`src/sv/urs_pkg.sv`:
```
`timescale 1ns / 1ps
// ----------------------------------------------------------------------------
// urs_pkg
// Shared types and constants of the ultrasonic range sequencer.
// ----------------------------------------------------------------------------
`default_nettype none

package urs_pkg;

    // register file index codes
    localparam logic [2:0] REG_TRIGGER_TICKS = 3'd0;
    localparam logic [2:0] REG_COUNT_CAP     = 3'd1;
    localparam logic [2:0] REG_TIMEOUT_ABOVE = 3'd2;
    localparam logic [2:0] REG_SCALE_Q16     = 3'd3;
    localparam logic [2:0] REG_FALLBACK_MM   = 3'd4;
    localparam logic [2:0] REG_RETRY_LIMIT   = 3'd5;

    // register reset values
    localparam logic [9:0]  RST_TRIGGER_TICKS = 10'd60;
    localparam logic [15:0] RST_COUNT_CAP     = 16'd35000;
    localparam logic [15:0] RST_TIMEOUT_ABOVE = 16'd34998;
    localparam logic [15:0] RST_SCALE_Q16     = 16'd2810;
    localparam logic [11:0] RST_FALLBACK_MM   = 12'd1500;
    localparam logic [1:0]  RST_RETRY_LIMIT   = 2'd1;

    // largest reportable distance
    localparam logic [11:0] DIST_MAX = 12'd4095;

    // sequencer phase codes
    localparam logic [1:0] PH_IDLE = 2'd0;
    localparam logic [1:0] PH_TRIG = 2'd1;
    localparam logic [1:0] PH_RISE = 2'd2;
    localparam logic [1:0] PH_MEAS = 2'd3;

    // configuration bundle from register file to core
    typedef struct packed {
        logic [9:0]  trigger_ticks;
        logic [15:0] count_cap;
        logic [15:0] timeout_above;
        logic [15:0] scale_q16;
        logic [11:0] fallback_mm;
        logic [1:0]  retry_limit;
    } urs_cfg_t;

endpackage

`default_nettype wire

```
`src/sv/ultrasonic_range_sequencer.sv`:
```
`timescale 1ns / 1ps
// ----------------------------------------------------------------------------
// ultrasonic_range_sequencer
// Trigger/echo ranging sequencer for up to eight ultrasonic sensors.
// ----------------------------------------------------------------------------
// Each input transaction is one timer tick and produces exactly one result
// transaction. A tick passes an input register and a result register, so its
// result is presented from the result register, and one tick is taken every
// cycle as long as results are taken; the result register lets the next tick
// enter while a result waits. The longest path runs from the echo width counter
// through the count-times-scale multiplier into the result register. The user
// must write configuration over the APB port only while no measurement is
// running; the block itself does not enforce this.
// ----------------------------------------------------------------------------
`default_nettype none

module ultrasonic_range_sequencer #(
    parameter int SENSOR_COUNT = 8,
    parameter int COUNT_BITS   = 16
) (
    input  wire logic        aclk,
    input  wire logic        aresetn,
    // configuration port
    input  wire logic        psel,
    input  wire logic        penable,
    input  wire logic        pwrite,
    input  wire logic [4:0]  paddr,
    input  wire logic [31:0] pwdata,
    output logic      [31:0] prdata,
    output logic             pready,
    // tick input
    input  wire logic        s_valid,
    output logic             s_ready,
    input  wire logic        s_start_req,
    input  wire logic [3:0]  s_sensor_number,
    input  wire logic        s_echo_level,
    // result output
    output logic             m_valid,
    input  wire logic        m_ready,
    output logic      [7:0]  m_trigger_lines,
    output logic             m_busy_res,
    output logic             m_done_res,
    output logic      [11:0] m_distance_mm,
    output logic             m_fell_back
);

    urs_pkg::urs_cfg_t cfg;

    // register file
    urs_cfg u_cfg (
        .aclk    (aclk),
        .aresetn (aresetn),
        .psel    (psel),
        .penable (penable),
        .pwrite  (pwrite),
        .paddr   (paddr),
        .pwdata  (pwdata),
        .prdata  (prdata),
        .pready  (pready),
        .cfg     (cfg)
    );

    // sequencer
    urs_core #(
        .SENSOR_COUNT (SENSOR_COUNT),
        .COUNT_BITS   (COUNT_BITS)
    ) u_core (
        .aclk            (aclk),
        .aresetn         (aresetn),
        .cfg             (cfg),
        .s_valid         (s_valid),
        .s_ready         (s_ready),
        .s_start_req     (s_start_req),
        .s_sensor_number (s_sensor_number),
        .s_echo_level    (s_echo_level),
        .m_valid         (m_valid),
        .m_ready         (m_ready),
        .m_trigger_lines (m_trigger_lines),
        .m_busy_res      (m_busy_res),
        .m_done_res      (m_done_res),
        .m_distance_mm   (m_distance_mm),
        .m_fell_back     (m_fell_back)
    );

endmodule

`default_nettype wire

```
`src/sv/urs_cfg.sv`:
```
`timescale 1ns / 1ps
// ----------------------------------------------------------------------------
// urs_cfg
// APB register file holding the ranging configuration.
// ----------------------------------------------------------------------------
`default_nettype none

module urs_cfg (
    input  wire logic              aclk,
    input  wire logic              aresetn,
    input  wire logic              psel,
    input  wire logic              penable,
    input  wire logic              pwrite,
    input  wire logic [4:0]        paddr,
    input  wire logic [31:0]       pwdata,
    output logic      [31:0]       prdata,
    output logic                   pready,
    output urs_pkg::urs_cfg_t      cfg
);

    urs_pkg::urs_cfg_t cfg_reg;
    logic              wr_en;
    logic [2:0]        reg_idx;

    assign pready  = 1'b1;
    assign wr_en   = psel && penable && pwrite;
    assign reg_idx = paddr[4:2];
    assign cfg     = cfg_reg;

    // register writes
    always_ff @(posedge aclk) begin
        if (!aresetn) begin
            cfg_reg.trigger_ticks <= urs_pkg::RST_TRIGGER_TICKS;
            cfg_reg.count_cap     <= urs_pkg::RST_COUNT_CAP;
            cfg_reg.timeout_above <= urs_pkg::RST_TIMEOUT_ABOVE;
            cfg_reg.scale_q16     <= urs_pkg::RST_SCALE_Q16;
            cfg_reg.fallback_mm   <= urs_pkg::RST_FALLBACK_MM;
            cfg_reg.retry_limit   <= urs_pkg::RST_RETRY_LIMIT;
        end else if (wr_en) begin
            unique case (reg_idx)
                urs_pkg::REG_TRIGGER_TICKS: cfg_reg.trigger_ticks <= pwdata[9:0];
                urs_pkg::REG_COUNT_CAP:     cfg_reg.count_cap     <= pwdata[15:0];
                urs_pkg::REG_TIMEOUT_ABOVE: cfg_reg.timeout_above <= pwdata[15:0];
                urs_pkg::REG_SCALE_Q16:     cfg_reg.scale_q16     <= pwdata[15:0];
                urs_pkg::REG_FALLBACK_MM:   cfg_reg.fallback_mm   <= pwdata[11:0];
                urs_pkg::REG_RETRY_LIMIT:   cfg_reg.retry_limit   <= pwdata[1:0];
                default: ;
            endcase
        end
    end

    // read mux
    always_comb begin
        unique case (reg_idx)
            urs_pkg::REG_TRIGGER_TICKS: prdata = {22'd0, cfg_reg.trigger_ticks};
            urs_pkg::REG_COUNT_CAP:     prdata = {16'd0, cfg_reg.count_cap};
            urs_pkg::REG_TIMEOUT_ABOVE: prdata = {16'd0, cfg_reg.timeout_above};
            urs_pkg::REG_SCALE_Q16:     prdata = {16'd0, cfg_reg.scale_q16};
            urs_pkg::REG_FALLBACK_MM:   prdata = {20'd0, cfg_reg.fallback_mm};
            urs_pkg::REG_RETRY_LIMIT:   prdata = {30'd0, cfg_reg.retry_limit};
            default:                    prdata = 32'd0;
        endcase
    end

endmodule

`default_nettype wire

```
`src/sv/urs_core.sv`:
```
`timescale 1ns / 1ps
// ----------------------------------------------------------------------------
// urs_core
// Tick sequencer: input register, trigger/echo state machine, distance
// scaling and result register.
// ----------------------------------------------------------------------------
`default_nettype none

module urs_core #(
    parameter int SENSOR_COUNT = 8,
    parameter int COUNT_BITS   = 16
) (
    input  wire logic              aclk,
    input  wire logic              aresetn,
    input  wire urs_pkg::urs_cfg_t cfg,
    input  wire logic              s_valid,
    output logic                   s_ready,
    input  wire logic              s_start_req,
    input  wire logic [3:0]        s_sensor_number,
    input  wire logic              s_echo_level,
    output logic                   m_valid,
    input  wire logic              m_ready,
    output logic      [7:0]        m_trigger_lines,
    output logic                   m_busy_res,
    output logic                   m_done_res,
    output logic      [11:0]       m_distance_mm,
    output logic                   m_fell_back
);

    localparam int SENSOR_W = (SENSOR_COUNT > 1) ? $clog2(SENSOR_COUNT) : 1;
    localparam int CMP_W    = (COUNT_BITS > 16) ? COUNT_BITS : 16;
    localparam int PROD_W   = COUNT_BITS + 16;

    // input register
    logic                  in_valid_reg;
    logic                  in_start_reg;
    logic [3:0]            in_sensor_reg;
    logic                  in_echo_reg;

    // sequencer state
    logic [1:0]            phase_reg, phase_next;
    logic [9:0]            trig_cnt_reg, trig_cnt_next;
    logic [COUNT_BITS-1:0] count_reg, count_next;
    logic [1:0]            retries_reg, retries_next;
    logic [SENSOR_W-1:0]   sensor_reg, sensor_next;
    logic                  echo_prev_reg;

    // result register
    logic                  out_valid_reg;
    logic [7:0]            trig_reg, trig_next;
    logic                  busy_reg, busy_next;
    logic                  done_reg, done_next;
    logic [11:0]           dist_reg, dist_next;
    logic                  fell_reg, fell_next;

    logic                  advance;
    logic                  sensor_ok;
    logic [1:0]            ph;
    logic [9:0]            tlen;
    logic [9:0]            trig_inc;
    logic [CMP_W-1:0]      cap_ext;
    logic [CMP_W-1:0]      lim_ext;
    logic [CMP_W-1:0]      cmax_ext;
    logic [COUNT_BITS-1:0] count_max;
    logic [COUNT_BITS-1:0] count_eff;
    logic                  timed_out;
    logic [PROD_W-1:0]     prod;
    logic [CMP_W-1:0]      dist_ext;
    logic [11:0]           dist_sat;

    // handshake: the result register parts the two sides
    assign advance = in_valid_reg && (!out_valid_reg || m_ready);
    assign s_ready = !in_valid_reg || advance;

    // effective limits
    assign tlen      = (cfg.trigger_ticks == 10'd0) ? 10'd1 : cfg.trigger_ticks;
    assign cap_ext   = CMP_W'(cfg.count_cap);
    assign lim_ext   = CMP_W'({COUNT_BITS{1'b1}});
    assign cmax_ext  = (cap_ext < lim_ext) ? cap_ext : lim_ext;
    assign count_max = cmax_ext[COUNT_BITS-1:0];
    assign sensor_ok = (in_sensor_reg != 4'd0)
                    && (32'(in_sensor_reg) <= 32'(SENSOR_COUNT));

    // zero count taken as one, then timeout test and scaling
    assign count_eff = (count_reg == '0) ? COUNT_BITS'(1) : count_reg;
    assign timed_out = CMP_W'(count_eff) > CMP_W'(cfg.timeout_above);
    assign prod      = PROD_W'(count_eff) * PROD_W'(cfg.scale_q16);
    assign dist_ext  = CMP_W'(prod[PROD_W-1:16]);
    assign dist_sat  = (dist_ext > CMP_W'(urs_pkg::DIST_MAX)) ? urs_pkg::DIST_MAX
                                                             : dist_ext[11:0];

    // per-tick step of the sequencer
    always_comb begin
        ph            = phase_reg;
        trig_cnt_next = trig_cnt_reg;
        count_next    = count_reg;
        retries_next  = retries_reg;
        sensor_next   = sensor_reg;
        trig_next     = 8'd0;
        busy_next     = 1'b0;
        done_next     = 1'b0;
        dist_next     = 12'd0;
        fell_next     = 1'b0;
        trig_inc      = 10'd0;

        // start request honored only when idle
        if (phase_reg == urs_pkg::PH_IDLE && in_start_reg && sensor_ok) begin
            sensor_next   = SENSOR_W'(in_sensor_reg - 4'd1);
            retries_next  = 2'd0;
            trig_cnt_next = 10'd0;
            count_next    = '0;
            ph            = urs_pkg::PH_TRIG;
        end
        phase_next = ph;

        unique case (ph)
            urs_pkg::PH_IDLE: begin
                phase_next = urs_pkg::PH_IDLE;
            end
            urs_pkg::PH_TRIG: begin
                trig_next = 8'd1 << sensor_next;
                busy_next = 1'b1;
                trig_inc  = trig_cnt_next + 10'd1;
                if (trig_inc >= tlen) begin
                    trig_cnt_next = 10'd0;
                    phase_next    = urs_pkg::PH_RISE;
                end else begin
                    trig_cnt_next = trig_inc;
                end
            end
            urs_pkg::PH_RISE: begin
                busy_next = 1'b1;
                if (in_echo_reg && !echo_prev_reg) begin
                    count_next = (count_max != '0) ? COUNT_BITS'(1) : '0;
                    phase_next = urs_pkg::PH_MEAS;
                end
            end
            urs_pkg::PH_MEAS: begin
                if (in_echo_reg) begin
                    busy_next = 1'b1;
                    if (count_reg < count_max) begin
                        count_next = count_reg + COUNT_BITS'(1);
                    end
                end else if (timed_out && (retries_reg < cfg.retry_limit)) begin
                    // no echo: trigger again
                    retries_next  = retries_reg + 2'd1;
                    trig_cnt_next = 10'd0;
                    count_next    = '0;
                    phase_next    = urs_pkg::PH_TRIG;
                    busy_next     = 1'b1;
                end else begin
                    done_next    = 1'b1;
                    fell_next    = timed_out;
                    dist_next    = timed_out ? cfg.fallback_mm : dist_sat;
                    retries_next = 2'd0;
                    count_next   = '0;
                    phase_next   = urs_pkg::PH_IDLE;
                end
            end
            default: begin
                phase_next = urs_pkg::PH_IDLE;
            end
        endcase
    end

    // input register
    always_ff @(posedge aclk) begin
        if (!aresetn) begin
            in_valid_reg <= 1'b0;
        end else if (s_ready) begin
            in_valid_reg <= s_valid;
        end
        if (s_valid && s_ready) begin
            in_start_reg  <= s_start_req;
            in_sensor_reg <= s_sensor_number;
            in_echo_reg   <= s_echo_level;
        end
    end

    // sequencer state
    always_ff @(posedge aclk) begin
        if (!aresetn) begin
            phase_reg     <= urs_pkg::PH_IDLE;
            trig_cnt_reg  <= 10'd0;
            count_reg     <= '0;
            retries_reg   <= 2'd0;
            sensor_reg    <= '0;
            echo_prev_reg <= 1'b0;
        end else if (advance) begin
            phase_reg     <= phase_next;
            trig_cnt_reg  <= trig_cnt_next;
            count_reg     <= count_next;
            retries_reg   <= retries_next;
            sensor_reg    <= sensor_next;
            echo_prev_reg <= in_echo_reg;
        end
    end

    // result register
    always_ff @(posedge aclk) begin
        if (!aresetn) begin
            out_valid_reg <= 1'b0;
        end else if (advance) begin
            out_valid_reg <= 1'b1;
        end else if (m_ready) begin
            out_valid_reg <= 1'b0;
        end
        if (advance) begin
            trig_reg <= trig_next;
            busy_reg <= busy_next;
            done_reg <= done_next;
            dist_reg <= dist_next;
            fell_reg <= fell_next;
        end
    end

    assign m_valid         = out_valid_reg;
    assign m_trigger_lines = trig_reg;
    assign m_busy_res      = busy_reg;
    assign m_done_res      = done_reg;
    assign m_distance_mm   = dist_reg;
    assign m_fell_back     = fell_reg;

    // a reported distance ends the measurement
    a_done_not_busy: assert property (@(posedge aclk) disable iff (!aresetn)
        (out_valid_reg && done_reg) |-> !busy_reg)
        else $error("done reported while busy");

    // trigger drive only during a measurement and one-hot
    a_trig_busy: assert property (@(posedge aclk) disable iff (!aresetn)
        (out_valid_reg && (trig_reg != 8'd0)) |-> (busy_reg && $onehot(trig_reg)))
        else $error("trigger drive outside a measurement");

    // echo count never passes its cap
    a_count_cap: assert property (@(posedge aclk) disable iff (!aresetn)
        (phase_reg == urs_pkg::PH_MEAS) |-> (count_reg <= count_max))
        else $error("echo count above cap");

    // after a finished measurement the sequencer is idle
    a_done_idle: assert property (@(posedge aclk) disable iff (!aresetn)
        (advance && done_next) |=> (phase_reg == urs_pkg::PH_IDLE))
        else $error("sequencer not idle after report");

endmodule

`default_nettype wire
```
`config.mk`:
```
export PLATFORM = sky130hd
export DESIGN_NAME = ultrasonic_range_sequencer
export DESIGN_NICKNAME = d
export VERILOG_FILES = /design/src/sv/urs_pkg.sv /design/src/sv/ultrasonic_range_sequencer.sv /design/src/sv/urs_cfg.sv /design/src/sv/urs_core.sv
export SDC_FILE = /design/constraint.sdc
export NUM_CORES = 1
export LEC_CHECK = 0
export ABC_AREA = 1
export BUFFER_PORTS_ARGS = -buffer_cell sky130_fd_sc_hd__buf_4
export CORE_MARGIN = 3
export CORE_UTILIZATION = 40
export DETAILED_ROUTE_END_ITERATION = 16
export PLACE_DENSITY = 0.56
export SETUP_SLACK_MARGIN = 0.4
export SLEW_MARGIN = 20
export SYNTH_ARGS = -nofsm -noshare
export SYNTH_HDL_FRONTEND = slang
export SYNTH_HIERARCHICAL = 1
export SYNTH_SLANG_ARGS = --single-unit
```
`constraint.sdc`:
```
create_clock -name aclk -period 19.9 [get_ports aclk]
set_input_delay 0 -clock aclk [delete_from_list [all_inputs] [get_ports aclk]]
set_output_delay 0 -clock aclk [all_outputs]
set_load 0.1 [all_outputs]
```
==> summary.md, run 1 <==
| Metric | Value |
|---|---|
| First-pass GRT wire length | 80400 um |
| Largest net degree at the start of global routing | 86 |
| Gate Count Post-Synth | 2444 |
| Worst vdd ir | 0.0000574 V |
| Final nets | 2849 |
| Fmax | 0.131 GHz |
| Ys async rst share | 0 |
| Clk Latency, worst-skew pair | 0.44 ns |
| Yosys reg bits | 137 |
| TritonCTS buffer count | 17 |
| Worst EP required | 20.08 ns |
| Crit Path Max Fanout | 24 |
| Switch share | 0.342 |
| Metal2 WL | 23000 um |
| Psw | 0.286 mW |
| P_leak | 10.5 nW |
| Row Count | 75 |
| Status | completed |
| H-tree depth | 4 |
| Logic gate share of total power | 0.239 |
| Dpl hpwl | 36900 um |
| Final hold slack | 0.0298 ns |
| CP Data Arrival Time | 7.82 ns |
| Area of the multi-input gates | 0.0117 mm^2 |
| Final antenna-violating net count | 0 |
| Gr ovfl total | 0 |
| Setup violations, final | 0 |
| Slowest cell on crit path | fa_1 |
| DIE AREA | 0.0459 mm^2 |
| First-pass iteration count of the detailed router | 5 |
| Yosys cell types | 52 |
| Power share of the clock group | 0.403 |
| PD cells | 44.0 mW/mm^2 |
| Core Region | 0.0424 mm^2 |
| Final Skew | 0.0190 ns |
| Post_cts resized | 0 |
| Met3 WL | 3270 um |
| Clk root buf | clkbuf_16 |
| GPL Wtd Cong | 0.916 |
| Layout Cells excl Fill | 3049 |
| Routed len/inst | 16.4 um |
| Port Buffer Count | 72 |
| Number of flops mapped to enable cells by yosys | 29 |
| Clk sinks | 137 |
| Starting Density | 0.409 |
| CP Class | flip-flop to flip-flop |
| Post-DR vias/cell | 4.98 |
| DR top layer | met4 |
| Setup TNS | 0 ns |
| DRT met1 WL | 22800 um |
| Die W | 214 um |
| Post-synthesis cell area | 0.0173 mm^2 |
| Synth top area share | 0.223 |
| Cell taking the most area after synthesis | fa_1 |
| Drt total wl | 50200 um |
| Share of total power in sequential cells | 0.358 |
| Synth top area cells | fa_1, nand2_1, dfxtp_1 |
| Gr usage total | 0.218 |
| Clock Pin Slew Worst Setup and Hold Paths | 0.06 ns |
| Syn Area/Cell | 7.10 um^2 |
| Diodes inserted | 0 |
| CTS tree | built |
| Final Slew Violations | 0 |
| Period minus WS final | 7.64 ns |
| Placed Cells | 2993 |
| Top-level I/O count | 108 |
| Ys Warns | 6 |
| # DRC | 0 |
| Slew headroom | 0.275 |
| Iter 0 DRT Violations | 1086 |
| RSZ-0062 raised after global routing | no |
| Period utilisation layout | 0.384 |
| Longest Clk Path Bufs | 2 |
| Ys flop type | dfxtp_1 |
| MaxCap Viol Count | 0 |
| Initial antenna violation count | 0 |
| Final Hold Viols | 0 |
| Largest register FFs | 72 |
| # fillers | 4418 |
| Fraction of layout cells with a size suffix above 1 | 0.0659 |
| Worst setup SP type | flip-flop |
| Internal power | 0.550 mW |
| Via count | 15200 |
| Commonest non-fill, non-tap cell in the layout | nand2_1 |
| Most frequent cells in the layout | nand2_1, inv_1, nor2_1 |
| Util after Layout | 0.448 |
| Sequential area share after synthesis | 0.175 |
| Max incr delay on CP | 0.57 ns |
| Crit end category | flip-flop |
| Die H | 214 um |
| FF/Latch Area | 0.00303 mm^2 |
| Worst Max-Slew Pin Slew | 1.09 ns |
| Vias in the first global route | 14900 |
| Area Overhead vs Synth | 9.54% |
| Hold Crit Class | input pin to flip-flop |
## per-layer routing
layer	vias up	track usage
li1	7385	-
met1	7279	0.302
met2	464	0.353
met3	52	0.0391
met4	0	0.0577
met5	-	0
## kinds of logic (layout without fill, tap and decap cells)
group                    Yosys count  count (layout)  synth area share
buffers and inverters            675             688             0.156
other                              2              17          0.000433
AND/OR/NAND/NOR                 1018            1018             0.248
multiplexers                       1               1          0.000577
XOR/XNOR                          35              35            0.0177
flip-flops                       137             137             0.175
adder cells (fa/ha/maj)          340             340             0.329
AO/OA/AOI/OAI                    236             236            0.0739
## cells in the mapped netlist, types with 12 or more instances
cell type  count
nand2_1      596
a31oi_1       12
inv_1        532
clkbuf_1      81
buf_2         13
fa_1         193
a21oi_1      104
buf_4         21
nand3_1      121
nor2_1       220
xnor2_1       16
edfxtp_1      29
o21ai_0       80
nand4_1       23
ha_1         147
xor2_1        19
dfxtp_1      108
## worst max-delay path: cells and delay by family, from the launching register on
| kind | cells | cell delay (ns) |
|---|---|---|
| simple gates | 16 | 2.13 |
| buf+inv | 7 | 1.13 |
| compound gates | 1 | 0.28 |
| fa+ha+maj | 7 | 3.54 |
| flops | 1 | 0.31 |
## through the flow
step | cell area, um^2 | power (mW) | setup WS, ns
6_report | 19000 | 0.835 | 12.26
5_1_grt | 19000 | 0.874 | 11.79
4_1_cts | 19000 | 0.842 | 12.29
3_5_place_dp | 18100 | 0.500 | 12.29
3_3_place_gp | 18100 | 0.499 | 12.42
2_1_floorplan | 17400 | 0.453 | 13.51
## power by group through the flow
stage	Combinational [mW]	Sequential (mW)	Clock, mW
2_1_floorplan	0.136	0.317	0
4_1_cts	0.200	0.299	0.344
3_5_place_dp	0.195	0.305	0
6_report	0.200	0.299	0.337
3_3_place_gp	0.194	0.305	0
5_1_grt	0.221	0.300	0.353
## path summary, 6_finish.rpt
path	start	end	slack, ns	cells past startpoint
max	u_core/count_reg[6]	u_core/m_distance_mm[6]	12.26	31
min	paddr[4]	u_cfg/cfg[0]	0.03	4
max reg2reg	u_core/count_reg[6]	u_core/m_distance_mm[6]	12.26	31
min reg2reg	u_cfg/cfg[29]	u_cfg/cfg[29]	0.49	2
## timing repair
action,4_1_cts,5_1_grt
setup endpoints to repair,0,0
buffers inserted,0,0
endpoints found under the hold margin,70,0
hold buffers,24,0
## layout make-up
cell class              count  share of cell area
flip-flops and latches    137               0.160
multi-input cells        1647               0.614
repair buffers            114              0.0482
clock inverters            11             0.00685
clock buffers              21              0.0259
inverters                 542               0.108
well taps                 577              0.0380
Note: power is estimated with default switching activity, not from simulation.
==> run 2, diff against run 1 <==
Clock period 19.9 ns to 8 ns, I/O delays scaled along.
==> run 2 against run 1 <==
Against the previous run:
- sequential cell count stayed put
- largest cell class unchanged
- total power is 150% higher
- sequential power is 150% higher
- sequential share of layout area hardly changed
- fmax is 9.8% higher
- via count is 1.7% higher
- clock-buffer cell count is 4 lower
- clock skew is 0.0049 ns lower
- largest power group unchanged
- routed wire length is 1.3% higher
- critical path type unchanged
- final cell count is 0.26% higher
==> summary.md, run 2 (synthesis gave the netlist of run 1 again) <==
| Metric | Value |
|---|---|
| Worst EP required | 8.19 ns (was 20.08 ns) |
| Clk root buf | clkbuf_16 (unchanged) |
| Setup TNS | 0 ns (unchanged) |
| Worst vdd ir | 0.000142 V (was 0.0000574 V) |
| Clk Latency, worst-skew pair | 0.44 ns (about the same) |
| Most frequent cells in the layout | nand2_1, inv_1, nor2_1 (unchanged) |
| Iter 0 DRT Violations | 1163 (was 1086) |
| Final Slew Violations | 0 (unchanged) |
| Longest Clk Path Bufs | 2 (unchanged) |
| Setup slack, reg-to-reg | 1.05 ns (was 12.26 ns) |
| Core Region | 0.0424 mm^2 (unchanged) |
| P_leak | 10.5 nW (about the same) |
| Gr ovfl total | 0 (unchanged) |
| RSZ-0062 raised after global routing | no (unchanged) |
| Starting Density | 0.409 (unchanged) |
| Initial antenna violation count | 0 (unchanged) |
| Post_cts resized | 0 (unchanged) |
| R2r startpoint | u_core/count_reg[1] (was u_core/count_reg[6]) |
| Fmax | 0.144 GHz (was 0.131 GHz) |
| Largest net degree at the start of global routing | 86 (unchanged) |
| Post-DR vias/cell | 5.05 (was 4.98) |
| Final antenna-violating net count | 0 (unchanged) |
| First-pass GRT wire length | 81300 um (was 80400 um) |
| Psw | 0.736 mW (was 0.286 mW) |
| TritonCTS buffer count | 17 (unchanged) |
| Row Count | 75 (unchanged) |
| Slew headroom | 0.315 (was 0.275) |
| Top-level I/O count | 108 (unchanged) |
| Final Skew | 0.0141 ns (was 0.0190 ns) |
| Routed len/inst | 16.6 um (was 16.4 um) |
| Crit end category | flip-flop (unchanged) |
| CTS tree | built (unchanged) |
| Setup ws final | 1.05 ns (was 12.26 ns) |
| MaxCap Viol Count | 0 (unchanged) |
| Dpl hpwl | 37900 um (was 36900 um) |
| Final nets | 2857 (was 2849) |
| Worst Max-Slew Pin Slew | 1.03 ns (was 1.09 ns) |
| Worst path most repeated cell | nand2_1 |
| First-pass iteration count of the detailed router | 5 (unchanged) |
| Gr usage total | 0.220 (was 0.218) |
| Worst Setup EP | u_core/m_distance_mm[2] (was u_core/m_distance_mm[6]) |
| PD cells | 109 mW/mm^2 (was 44.0 mW/mm^2) |
| DIE AREA | 0.0459 mm^2 (unchanged) |
| Switch share | 0.356 (was 0.342) |
| Clock Pin Slew Worst Setup and Hold Paths | 0.07 ns (was 0.06 ns) |
| Hold Crit Class | input pin to flip-flop (unchanged) |
| Logic gate share of total power | 0.242 (was 0.239) |
| Critical Path Source | u_core/count_reg[1] (was u_core/count_reg[6]) |
| Final Hold Viols | 0 (unchanged) |
| Largest register FFs | 72 (unchanged) |
| Vias in the first global route | 15100 (was 14900) |
| Status | completed (unchanged) |
| # DRC | 0 (unchanged) |
| Worst setup SP type | flip-flop (unchanged) |
| Port Buffer Count | 72 (unchanged) |
| Commonest non-fill, non-tap cell in the layout | nand2_1 (unchanged) |
| Internal power | 1.33 mW (was 0.550 mW) |
| Diodes inserted | 0 (unchanged) |
| Area Overhead vs Synth | 9.83% (was 9.54%) |
| Power share of the clock group | 0.399 (was 0.403) |
| Fraction of layout cells with a size suffix above 1 | 0.0681 (was 0.0659) |
| H-tree depth | 4 (unchanged) |
| CP Class | flip-flop to flip-flop (unchanged) |
| CP Data Arrival Time | 7.15 ns (was 7.82 ns) |
| Die H | 214 um (unchanged) |
| Drt total wl | 50800 um (was 50200 um) |
| Via count | 15400 (was 15200) |
| Period minus WS final | 6.95 ns (was 7.64 ns) |
| GPL Wtd Cong | 0.911 (was 0.916) |
| Crit Path Max Fanout | 8 (was 24) |
| Setup violations, final | 0 (unchanged) |
| Max incr delay on CP | 0.55 ns (was 0.57 ns) |
| Die W | 214 um (unchanged) |
| RR Endpoint | u_core/m_distance_mm[2] (was u_core/m_distance_mm[6]) |
| Share of total power in sequential cells | 0.359 (was 0.358) |
| Reg2reg path depth | 32 (was 31) |
| Dpl ws | 1.10 ns (was 12.29 ns) |
| Clk sinks | 137 (unchanged) |
| Slowest cell on crit path | fa_1 (unchanged) |
| Period utilisation layout | 0.869 (was 0.384) |
[run 2: final cells by class]
class	instances	area [um^2]
Timing Repair Buffer	122	983
Clock inverter	15	180
Inverter	542	2040
Tap cell	577	722
Multi-Input combinational cell	1647	11700
Clock buffer	17	425
Fill cell	4456	23400
Sequential cell	137	3030
[run 2: power by group through the flow]
stage	Sequential [mW]	Clock (mW)	Combinational [mW]
CTS	0.743	0.838	0.502
global placement	0.758	0	0.484
floorplan	0.789	0	0.338
detailed placement	0.758	0	0.488
finish	0.743	0.825	0.501
global route	0.745	0.868	0.555
[run 2: worst max-delay path, delay by kind of cell (launching register included)]
kind / cells / cell delay, ns
adder cells (fa/ha/maj): 8 / 3.67
AND/OR/NAND/NOR: 11 / 0.98
AO/OA/AOI/OAI: 6 / 0.97
buffers and inverters: 7 / 0.63
flip-flops: 1 / 0.46
[run 2: per-stage QoR]
step	power (mW)	hold WS, ns	std cells	area [um^2]	utilization
global placement	1.24	0.179	2998	18200	0.428
detailed placement	1.25	0.180	2998	18200	0.428
CTS	2.08	0.0479	3057	19000	0.449
finish	2.07	0.0667	3057	19000	0.449
floorplan	1.13	0.0989	2459	17400	-
global route	2.17	0.0889	3057	19000	0.449
[run 2: metal layers]
metal / routed length, um / up-vias / part of all wire / global-route usage
met3: 2720 / 69 / 0.054 / 0.0269
met1: 23700 / 7488 / 0.47 / 0.314
met4: 1170 / 0 / 0.023 / 0.0610
met5: 0 / - / 0 / 0
met2: 23200 / 471 / 0.46 / 0.353
li1: - / 7413 / - / -
[run 2: how the worst min path moves through the flow]
stage	from	end	cells after the start
floorplan	s_echo_level	u_core/in_echo_reg	0
global placement	s_echo_level	u_core/in_echo_reg	1
detailed placement	s_sensor_number[2]	u_core/in_sensor_reg[2]	1
CTS	paddr[4]	u_cfg/cfg[68]	5
global route	paddr[4]	u_cfg/cfg[69]	5
finish	paddr[4]	u_cfg/cfg[69]	5
[run 2: what timing repair did]
| item | CTS | global route |
|---|---|---|
| hold buffers | 27 | 0 |
| endpoints found under the hold margin | 70 | 0 |
| setup buffers | 0 | 0 |
